## config.mk

```make
export PLATFORM = sky130hd
export DESIGN_NAME = isotp_ctrl
export DESIGN_NICKNAME = d
export VERILOG_FILES = /design/src/hdl/isotp_pkg.sv /design/src/hdl/isotp_ctrl.sv
export VERILOG_INCLUDE_DIRS = /design/src /design/src/hdl
export SDC_FILE = /design/constraint.sdc
export NUM_CORES = 1
export LEC_CHECK = 0
export ABC_CLOCK_PERIOD_IN_PS = 3400
export BUFFER_PORTS_ARGS = -buffer_cell sky130_fd_sc_hd__buf_2
export CAP_MARGIN = 20
export CORE_MARGIN = 3
export CORE_UTILIZATION = 24
export DETAILED_ROUTE_END_ITERATION = 7
export GPL_ROUTABILITY_DRIVEN = 0
export PLACE_DENSITY_LB_ADDON = 0.12
export SYNTH_ARGS = -nofsm -noshare
export SYNTH_HDL_FRONTEND = slang
export SYNTH_SLANG_ARGS = --single-unit
```

## constraint.sdc

```tcl
create_clock -name clk -period 3.4 [get_ports clk]
set_clock_uncertainty 0.15 [all_clocks]
set_input_delay 0 -clock clk [delete_from_list [all_inputs] [get_ports clk]]
set_output_delay 0 -clock clk [all_outputs]
set_load 0.01 [all_outputs]
```

## src/hdl/isotp_tx_segmenter_macros.svh

```systemverilog
// assertion macros used by the isotp_ctrl module of the segmenter
// expects clk and rst_n in the scope of each use
`ifndef ISOTP_TX_SEGMENTER_MACROS_SVH
`define ISOTP_TX_SEGMENTER_MACROS_SVH

// same-cycle implication, disabled during reset
`define ISOTP_ASSERT_NOW(label, ante, cons) \
    label: assert property (@(posedge clk) disable iff (!rst_n) (ante) |-> (cons)) \
        else $error("isotp check failed");

// next-cycle implication, disabled during reset
`define ISOTP_ASSERT_NEXT(label, ante, cons) \
    label: assert property (@(posedge clk) disable iff (!rst_n) (ante) |=> (cons)) \
        else $error("isotp check failed");

`endif

```

## src/hdl/isotp_pkg.sv

```systemverilog
// types and constants of the iso-tp transmit segmenter
// no dependencies
`timescale 1ns / 1ps

package isotp_pkg;

    localparam int BUFFER_BYTES_DEF = 1024;
    localparam int LEN_W            = 12;
    localparam int FRAME_BYTES      = 8;
    localparam int SLOT_W           = 3;

    localparam logic [7:0]        PAD_RESET   = 8'hAA;
    localparam logic [7:0]        BLOCK_RESET = 8'h20;
    localparam logic [LEN_W-1:0]  SINGLE_MAX  = 12'd7;
    localparam logic [SLOT_W-1:0] LAST_SLOT   = 3'd7;

    // frame type nibbles of the control byte
    localparam logic [3:0] NIB_SINGLE = 4'h0;
    localparam logic [3:0] NIB_FIRST  = 4'h1;
    localparam logic [3:0] NIB_CONSEC = 4'h2;

    typedef enum logic [1:0] {
        ACT_WRITE  = 2'd0,
        ACT_SUBMIT = 2'd1,
        ACT_TICK   = 2'd2
    } action_t;

    typedef enum logic [2:0] {
        PH_IDLE   = 3'd0,
        PH_SINGLE = 3'd1,
        PH_FIRST  = 3'd2,
        PH_WAIT   = 3'd3,
        PH_CONSEC = 3'd4
    } phase_t;

    typedef enum logic [1:0] {
        REQ_NONE     = 2'd0,
        REQ_ACCEPTED = 2'd1,
        REQ_REJECTED = 2'd2
    } req_t;

    typedef enum logic [1:0] {
        ST_IDLE,
        ST_FILL,
        ST_LAST,
        ST_EMIT
    } state_t;

    typedef enum logic [0:0] {
        REG_PADDING    = 1'b0,
        REG_BLOCK_SIZE = 1'b1
    } reg_idx_t;

    typedef struct packed {
        logic [1:0]       action;
        logic [7:0]       payload_byte;
        logic [LEN_W-1:0] sdu_length;
    } cmd_t;

    typedef struct packed {
        logic [7:0] padding_byte;
        logic [7:0] block_size;
    } cfg_t;

    typedef struct packed {
        logic                        frame_valid;
        logic [FRAME_BYTES-1:0][7:0] bytes;
        req_t                        request_result;
        phase_t                      phase;
    } result_t;

endpackage

```

## src/hdl/isotp_ctrl.sv

```systemverilog
// command sequencer: channel state, frame assembly one byte slot per cycle
// depends on isotp_pkg, isotp_tx_segmenter_macros.svh
`timescale 1ns / 1ps
`include "isotp_tx_segmenter_macros.svh"

module isotp_ctrl
    import isotp_pkg::*;
#(
    parameter int  BUFFER_BYTES = BUFFER_BYTES_DEF,
    localparam int AW           = $clog2(BUFFER_BYTES),
    localparam int PTR_W        = $clog2(BUFFER_BYTES + 1)
) (
    input  logic          clk,
    input  logic          rst_n,
    input  logic          start,
    input  cmd_t          cmd,
    input  cfg_t          cfg,
    output logic          busy,
    output logic          done,
    output result_t       res,
    output logic          ram_we,
    output logic [AW-1:0] ram_waddr,
    output logic [7:0]    ram_wdata,
    output logic [AW-1:0] ram_raddr,
    input  logic [7:0]    ram_rdata
);

    localparam logic [PTR_W-1:0] BUF_P   = PTR_W'(BUFFER_BYTES);
    localparam logic [LEN_W-1:0] BUF_LEN = LEN_W'(BUFFER_BYTES);

    state_t                      state_reg, state_next;
    phase_t                      phase_reg, phase_next;
    logic [PTR_W-1:0]            wr_ptr_reg, wr_ptr_next;
    logic [PTR_W-1:0]            total_reg, total_next;
    logic [PTR_W-1:0]            sent_reg, sent_next;
    logic [3:0]                  seq_reg, seq_next;
    logic [7:0]                  blk_reg, blk_next;
    logic [SLOT_W-1:0]           slot_reg, slot_next;
    logic                        pend_reg, pend_next;
    logic [SLOT_W-1:0]           pend_slot_reg, pend_slot_next;
    logic [FRAME_BYTES-1:0][7:0] frame_reg, frame_next;

    logic             more_bytes;
    logic [LEN_W-1:0] total12;
    logic [3:0]       seq_inc;
    logic [7:0]       blk_inc;
    logic             res_valid;
    req_t             res_req;

    // shared compare: bytes still to send
    assign more_bytes = sent_reg < total_reg;
    assign total12    = LEN_W'(total_reg);
    assign seq_inc    = seq_reg + 4'd1;
    assign blk_inc    = blk_reg + 8'd1;

    // control registers
    always_ff @(posedge clk or negedge rst_n)
    begin
        if (!rst_n)
        begin
            state_reg  <= ST_IDLE;
            phase_reg  <= PH_IDLE;
            wr_ptr_reg <= '0;
            total_reg  <= '0;
            sent_reg   <= '0;
            seq_reg    <= '0;
            blk_reg    <= '0;
            slot_reg   <= '0;
            pend_reg   <= 1'b0;
        end
        else
        begin
            state_reg  <= state_next;
            phase_reg  <= phase_next;
            wr_ptr_reg <= wr_ptr_next;
            total_reg  <= total_next;
            sent_reg   <= sent_next;
            seq_reg    <= seq_next;
            blk_reg    <= blk_next;
            slot_reg   <= slot_next;
            pend_reg   <= pend_next;
        end
    end

    // frame under assembly
    always_ff @(posedge clk)
    begin
        frame_reg     <= frame_next;
        pend_slot_reg <= pend_slot_next;
    end

    // sequencer
    always_comb
    begin
        state_next     = state_reg;
        phase_next     = phase_reg;
        wr_ptr_next    = wr_ptr_reg;
        total_next     = total_reg;
        sent_next      = sent_reg;
        seq_next       = seq_reg;
        blk_next       = blk_reg;
        slot_next      = slot_reg;
        pend_next      = pend_reg;
        pend_slot_next = pend_slot_reg;
        frame_next     = frame_reg;
        ram_we         = 1'b0;
        ram_waddr      = wr_ptr_reg[AW-1:0];
        ram_wdata      = cmd.payload_byte;
        ram_raddr      = sent_reg[AW-1:0];
        done           = 1'b0;
        res_valid      = 1'b0;
        res_req        = REQ_NONE;

        unique case (state_reg)
            ST_IDLE:
            begin
                if (start)
                begin
                    done = 1'b1;
                    case (cmd.action)
                        ACT_WRITE:
                        begin
                            if (phase_reg == PH_IDLE && wr_ptr_reg < BUF_P)
                            begin
                                ram_we      = 1'b1;
                                wr_ptr_next = wr_ptr_reg + 1'b1;
                            end
                        end
                        ACT_SUBMIT:
                        begin
                            if (phase_reg == PH_IDLE)
                            begin
                                sent_next   = '0;
                                wr_ptr_next = '0;
                                total_next  = (cmd.sdu_length < BUF_LEN) ?
                                              PTR_W'(cmd.sdu_length) : BUF_P;
                                phase_next  = (cmd.sdu_length <= SINGLE_MAX) ?
                                              PH_SINGLE : PH_FIRST;
                                res_req     = REQ_ACCEPTED;
                            end
                            else
                            begin
                                res_req = REQ_REJECTED;
                            end
                        end
                        ACT_TICK:
                        begin
                            case (phase_reg)
                                PH_SINGLE:
                                begin
                                    done          = 1'b0;
                                    frame_next[0] = {NIB_SINGLE, total_reg[3:0]};
                                    slot_next     = SLOT_W'(1);
                                    pend_next     = 1'b0;
                                    state_next    = ST_FILL;
                                end
                                PH_FIRST:
                                begin
                                    done          = 1'b0;
                                    frame_next[0] = {NIB_FIRST, total12[11:8]};
                                    frame_next[1] = total12[7:0];
                                    slot_next     = SLOT_W'(2);
                                    pend_next     = 1'b0;
                                    state_next    = ST_FILL;
                                end
                                PH_WAIT:
                                begin
                                    blk_next   = '0;
                                    phase_next = PH_CONSEC;
                                end
                                PH_CONSEC:
                                begin
                                    done          = 1'b0;
                                    seq_next      = seq_inc;
                                    frame_next[0] = {NIB_CONSEC, seq_inc};
                                    slot_next     = SLOT_W'(1);
                                    pend_next     = 1'b0;
                                    state_next    = ST_FILL;
                                end
                                default:
                                begin
                                end
                            endcase
                        end
                        default:
                        begin
                        end
                    endcase
                end
            end

            // one slot per cycle: read the store or pad
            ST_FILL:
            begin
                if (pend_reg)
                begin
                    frame_next[pend_slot_reg] = ram_rdata;
                end
                if (more_bytes)
                begin
                    sent_next      = sent_reg + 1'b1;
                    pend_next      = 1'b1;
                    pend_slot_next = slot_reg;
                end
                else
                begin
                    frame_next[slot_reg] = cfg.padding_byte;
                    pend_next            = 1'b0;
                end
                if (slot_reg == LAST_SLOT)
                begin
                    state_next = ST_LAST;
                end
                else
                begin
                    slot_next = slot_reg + 1'b1;
                end
            end

            // land the final read
            ST_LAST:
            begin
                if (pend_reg)
                begin
                    frame_next[pend_slot_reg] = ram_rdata;
                end
                pend_next  = 1'b0;
                state_next = ST_EMIT;
            end

            // hand out the frame and move the channel on
            ST_EMIT:
            begin
                done       = 1'b1;
                res_valid  = 1'b1;
                state_next = ST_IDLE;
                case (phase_reg)
                    PH_FIRST:
                    begin
                        seq_next   = '0;
                        phase_next = PH_WAIT;
                    end
                    PH_CONSEC:
                    begin
                        if (more_bytes)
                        begin
                            blk_next   = blk_inc;
                            phase_next = (blk_inc < cfg.block_size) ? PH_CONSEC : PH_WAIT;
                        end
                        else
                        begin
                            phase_next = PH_IDLE;
                        end
                    end
                    default:
                    begin
                        phase_next = PH_IDLE;
                    end
                endcase
            end
        endcase
    end

    assign busy               = state_reg != ST_IDLE;
    assign res.frame_valid    = res_valid;
    assign res.bytes          = res_valid ? frame_reg : '0;
    assign res.request_result = res_req;
    assign res.phase          = phase_next;

    // checks
    `ISOTP_ASSERT_NOW(a_sent_in_range, state_reg != ST_IDLE, sent_reg <= total_reg)
    `ISOTP_ASSERT_NOW(a_fill_phase, state_reg == ST_FILL,
        phase_reg == PH_SINGLE || phase_reg == PH_FIRST || phase_reg == PH_CONSEC)
    `ISOTP_ASSERT_NOW(a_quick_cmd_done,
        state_reg == ST_IDLE && start && cmd.action != ACT_TICK, done && !res.frame_valid)
    `ISOTP_ASSERT_NEXT(a_wait_leaves,
        state_reg == ST_IDLE && start && cmd.action == ACT_TICK && phase_reg == PH_WAIT,
        phase_reg == PH_CONSEC && blk_reg == 8'd0)
    `ISOTP_ASSERT_NEXT(a_emit_returns, state_reg == ST_EMIT, state_reg == ST_IDLE)

endmodule

```

==> results of run 1 <==
## through the flow
step	cell area (µm²)	power, mW	hold slack (ns)
after CTS	10100	9.17	0.00321
after global placement	9050	7.09	-0.150
after floorplan	8180	5.71	-0.446
after global routing	10200	9.74	0.0135
after detailed placement	9050	7.11	-0.150
final	10200	9.05	0.00426
## synthesized netlist by cell type, types with 4 or more instances
cell and n:
a22o_1 5, a32o_1 4, nor2b_1 4, buf_1 11, ha_1 30, o31ai_1 5, edfxtp_1 67, nor3_1 8
mux2_2 4, buf_4 31, inv_1 33, a31oi_1 11, or3_1 4, a311oi_1 4, nand4_1 7, dfrtp_1 54
xnor2_1 9, o21ai_1 24, buf_6 4, a21oi_1 52, o21ai_0 50, and2_1 70, xor2_1 7, nand4b_1 4
nand3_1 29, buf_2 14, a41oi_1 6, o22ai_1 12, mux2i_1 62, and3_1 10, nand2b_1 5, o211ai_1 7
clkbuf_1 32, a21o_1 4, nor2_1 66, o21ai_2 4, nand2_1 71
## how the worst max path moves through the flow
stage	from	to	slack [ns]
floorplan	state_reg[0]	frame_reg[10]	0.14
detailed placement	blk_reg[0]	res[2]	0.27
CTS	blk_reg[0]	res[2]	0.003
global placement	blk_reg[0]	res[2]	0.38
global route	blk_reg[0]	res[2]	-0.08
finish	blk_reg[0]	res[2]	0.11
## layout by cell type (no fill, tap or decap), types with 5 or more instances in the layout
| cell type | instances |
|---|---|
| buf_2 | 133 |
| nand2_1 | 71 |
| and2_1 | 70 |
| edfxtp_1 | 67 |
| nor2_1 | 66 |
| mux2i_1 | 62 |
| dfrtp_1 | 54 |
| a21oi_1 | 52 |
| o21ai_0 | 49 |
| dlygate4sd3_1 | 45 |
| inv_1 | 33 |
| nand3_1 | 28 |
| ha_1 | 27 |
| o21ai_1 | 24 |
| buf_4 | 23 |
| clkbuf_16 | 17 |
| o22ai_1 | 12 |
| a31oi_1 | 11 |
| xnor2_1 | 9 |
| and3_1 | 9 |
| nor3_1 | 8 |
| xor2_1 | 7 |
| nand4_1 | 7 |
| o211ai_1 | 7 |
| a41oi_1 | 6 |
| nand2b_1 | 5 |
| o21ai_2 | 5 |
| a22o_1 | 5 |
| o31ai_1 | 5 |
## routing by layer
layer	vias up	GRT usage	wire (µm)
li1	3403	-	-
met1	3342	0.214	13400
met2	175	0.240	12500
met3	14	0.0244	1260
met4	0	0.0294	221
met5	-	0	0
## timing repair
action | 4_1_cts | 5_1_grt
hold buffers | 45 | 0
gates resized for setup | 2 | 7
endpoints found under the hold margin | 98 | 0
setup endpoints to repair | 1 | 4
buffers inserted | 2 | 0
## critical path, stage by stage (launching register included)
cell and delay (ns):
dfrtp_1 0.39, and3_4 0.22, nand3_2 0.11, or3_4 0.39
nand2_1 0.08, ha_1 0.24, and2_1 0.19, a221oi_2 0.25
o21ai_2 0.10, or4_1 0.42, a22oi_2 0.17, buf_2 0.16
## layout make-up
cell class	instances	area, µm²
clock buffers	17	425
clock inverters	15	191
well taps	442	553
repair buffers	201	1290
fillers	3532	22900
inverters	34	128
flip-flops and latches	121	3360
multi-input cells	633	4220
## cell families (layout without fill, tap and decap cells)
family,Yosys count,in the layout,synth area share
AND/OR/NAND/NOR,300,300,0.192
AO/OA/AOI/OAI,220,220,0.174
buffers and inverters,126,267,0.0779
flip-flops,121,121,0.411
multiplexers,67,67,0.0828
adder cells (fa/ha/maj),30,30,0.0459
XOR/XNOR,16,16,0.0171
## report_power, final
| group | total [mW] | switching, mW | internal [mW] |
|---|---|---|---|
| combinational | 4.06 | 2.55 | 1.51 |
| sequential | 3.05 | 0.518 | 2.53 |
| clock | 1.94 | 0.768 | 1.17 |
==> metrics.csv, run 1 <==
metric,value,unit
layout-drive-gt1-share,0.220,
area_growth,24.3,%
post-route-min-period,3.29,ns
hpwlAfterDp,19000,µm
grt_pass1_wl,41700,µm
ys_seq_area_frac,0.411,
core_area,33000,µm²
grt_max_degree,65,
hold_path_class,in2async,
synth_top_area_share,0.246,
dp_slack,0.269,ns
finalHoldViolations,0,
crit_fanout,4,
cp.arrival,3.14,ns
synth.net_count,959,
antenna_cells,0,
dpl.cell_count,1384,
rsz0062_at_grt,true,
grt.total_usage,0.150,
ant_nets,0,
fin_ws,0.107,ns
yosysTopAreaCell,edfxtp_1,
fin_crit_sh,0.969,
synth_ff_type,edfxtp_1,
initial_utilization,0.248,
viasPerCell,4.74,
r2r-end,frame_reg[52],
r2r-start,sent_reg[8],
regToRegSetupSlack,0.17,ns
setup-tns-final,0,ns
dieHeight,191,µm
netlist_area,8180,µm²
synth-seq-cells,121,
tightestPinTransition,0.721,ns
drt-total-wl,27400,µm
fin_cells,1463,
cts_sinks,121,
drc_errors,0,
first_pass_iters,5,
ys_warn_count,0,
ir_drop,0.447,mV
design.portCount,150,
post-route-util,0.308,
r2r_cells,8,
syn_inst,880,
status,"complete, no violations",
antenna_found_initial,0,
port_buffers,133,
final_max_slew_viol_count,0,
cts_buffer_depth,2,
async_flop_share,0.446,
synth_area_leaders,"edfxtp_1 25%, dfrtp_1 17%, mux2i_1 7.6%",
clk_pin_slew,0.06,ns
synth_cell_type_count,74,
p_leak,4.39,nW
cp-end-kind,output port,
grt_overflow,0,
drv_cap,0,
fp-row-count,66,
crit_type,reg2out,
cts_tree,yes,
setup_violations,0,
grt_pass1_vias,6787,
wire_per_inst,18.7,µm
fp.dieArea,36300,µm²
htree_num_levels,4,
slew_headroom,0.519,
crit_path_start_kind,flip-flop,
num-nets-final,1087,
avgSynthCellArea,9.29,µm²
fmax,304,MHz
num_vias,6934,
largest_register_ff_count,64,
cts-buffers-inserted,17,
clock_latency,0.42,ns
chipWidth,191,µm
cp.required,3.25,ns
synth_edf_count,67,
drt_iter0_markers,444,
clockRootBuffer,clkbuf_16,
powerDensity,890,nW/µm²
No activity file was read; power rests on OpenSTA's default activity.
==> run 2: changes to the inputs <==
--- a/config.mk
+++ b/config.mk
@@ -9,8 +9,9 @@
 export ABC_CLOCK_PERIOD_IN_PS = 3400
 export BUFFER_PORTS_ARGS = -buffer_cell sky130_fd_sc_hd__buf_2
 export CAP_MARGIN = 20
-export CORE_MARGIN = 3
+export CORE_MARGIN = 5
 export CORE_UTILIZATION = 24
+export CTS_BUF_LIST = sky130_fd_sc_hd__clkbuf_4 sky130_fd_sc_hd__clkbuf_8
 export DETAILED_ROUTE_END_ITERATION = 7
 export GPL_ROUTABILITY_DRIVEN = 0
 export PLACE_DENSITY_LB_ADDON = 0.12
==> run 2 against run 1 <==
Net effect: cell area is 0.50% higher; sequential share of layout area is 0.15 points lower; non-clock buffer count is 18 higher; utilization is 0.38 points lower; sequential cell count stayed put; highest routed layer unchanged.
==> metrics.csv, run 2 (same netlist as run 1, synthesis figures left out) <==
metric,value,unit
p_int,4.97,mW
status,"complete, no violations",
grt_pass1_vias,7045,
grt_max_degree,65,
antenna_cells,0,
fp.dieArea,37900,µm²
num_vias,6955,
hpwlAfterDp,19600,µm
cp-end-kind,output port,
ant_nets,0,
dieHeight,195,µm
tightestPinTransition,0.722,ns
power_switching,3.72,mW
final_max_slew_viol_count,0,
met3_length,1250,µm
setup_violations,0,
area_growth,24.9,%
drt-total-wl,28200,µm
fillerInstances,3596,
largest_register_ff_count,64,
clock_latency,0.45,ns
crit_path_start_kind,flip-flop,
port_buffers,133,
layout_commonest_cell,buf_2,
clockPowerShare,0.167,
core_area,33600,µm²
crit_type,reg2out,
antenna_found_initial,0,
cp.arrival,3.08,ns
drc_errors,0,
route.met2.wl,13100,µm
highest_layer,met4,
most-common-layout-cells,"133 x buf_2, 70 x nand2_1, 69 x and2_1, 67 x edfxtp_1, 66 x nor2_1",
fin_crit_sh,0.951,
grt_pass1_wl,43600,µm
drv_cap,0,
wire_per_inst,19.0,µm
cp.required,3.25,ns
p_leak,4.40,nW
setup-tns-final,0,ns
chipWidth,195,µm
grt_overflow,0,
layout-drive-gt1-share,0.225,
post-route-min-period,3.23,ns
fmax,309,MHz
fp-row-count,67,
grt.total_usage,0.146,
first_pass_iters,5,
power,8.69,mW
combPwrFrac,0.482,
ir_drop,0.433,mV
clk_pin_slew,0.08,ns
drt_iter0_markers,403,
clockRootBuffer,clkbuf_8,
pwr-share-seq,0.351,
finalHoldViolations,0,
cts_tree,yes,
design.portCount,150,
crit_fanout,4,
cts_sinks,121,
hold_path_class,in2reg,
wl_met1,13700,µm
cts-buffers-inserted,17,
viasPerCell,4.68,
initial_utilization,0.243,
switching_share,0.428,
rsz0062_at_grt,true,
num-nets-final,1105,
powerDensity,851,nW/µm²
slew_headroom,0.518,
htree_num_levels,4,
cts_buffer_depth,2,
-- run 2: cell type report --
type,instances,area [µm²],area share
Inverter,34,128,0.0125
Clock inverter,14,180,0.0176
Sequential cell,121,3360,0.329
Multi-Input combinational cell,633,4260,0.417
Timing Repair Buffer,219,1480,0.145
Tap cell,448,561,0.0549
Clock buffer,18,241,0.0236
-- run 2: stage by stage --
step	std cells	cell area, µm²	util	worst slack, ns	hold WS (ns)
2_1_floorplan	880	8180	-	0.141	-0.446
3_3_place_gp	1392	9080	0.270	0.362	-0.150
3_5_place_dp	1392	9080	0.270	0.257	-0.150
4_1_cts	1483	10100	0.301	0.00143	0.000566
5_1_grt	1487	10200	0.304	0.00140	0.0696
6_report	1487	10200	0.304	0.167	0.0388
-- run 2: what timing repair did --
action                     4_1_cts  5_1_grt
gates cloned                     0        0
hold buffers                    56        1
gates resized for setup          5       13
setup endpoints to repair        1       10
setup buffers                    3        2
hold endpoints to repair       119        9
pin swaps                        0        6
-- run 2: critical path, cell delays in order, from the launching register on --
cell and delay [ns]:
dfrtp_2 0.40, and3_4 0.20, nand3_2 0.11, or3_4 0.35
nand2_2 0.09, ha_4 0.21, and2_4 0.17, a221oi_4 0.22
o21ai_2 0.10, or4_4 0.42, a22oi_2 0.19, buf_2 0.17
-- run 2: path summary, 6_finish.rpt --
| path | start | endpoint | slack (ns) | cells after the start |
|---|---|---|---|---|
| min in group asynchronous | rst_n | sent_reg[8] | 0.34 | 3 |
| worst min-delay path | cmd[21] | wr_ptr_reg[2] | 0.04 | 5 |
| worst max register to register | sent_reg[8] | frame_reg[50] | 0.22 | 8 |
| worst max-delay path | blk_reg[0] | res[2] | 0.17 | 11 |
| max in group asynchronous | rst_n | blk_reg[5] | 1.97 | 5 |
| worst min register to register | seq_reg[3] | seq_reg[3] | 0.35 | 1 |
-- run 2: routing by layer --
| metal | vias up | global-route usage |
|---|---|---|
| met4 | 0 | 0.0211 |
| met2 | 175 | 0.236 |
| met1 | 3332 | 0.208 |
| li1 | 3437 | - |
| met5 | - | 0 |
| met3 | 11 | 0.0274 |
-- run 2: power by group through the flow --
stage          Clock, mW  Combinational (mW)  Sequential [mW]
2_1_floorplan          0                2.88             2.84
3_3_place_gp           0                4.08             3.07
3_5_place_dp           0                4.08             3.09
4_1_cts             1.50                4.24             3.06
5_1_grt             1.57                4.69             3.15
6_report            1.45                4.19             3.05
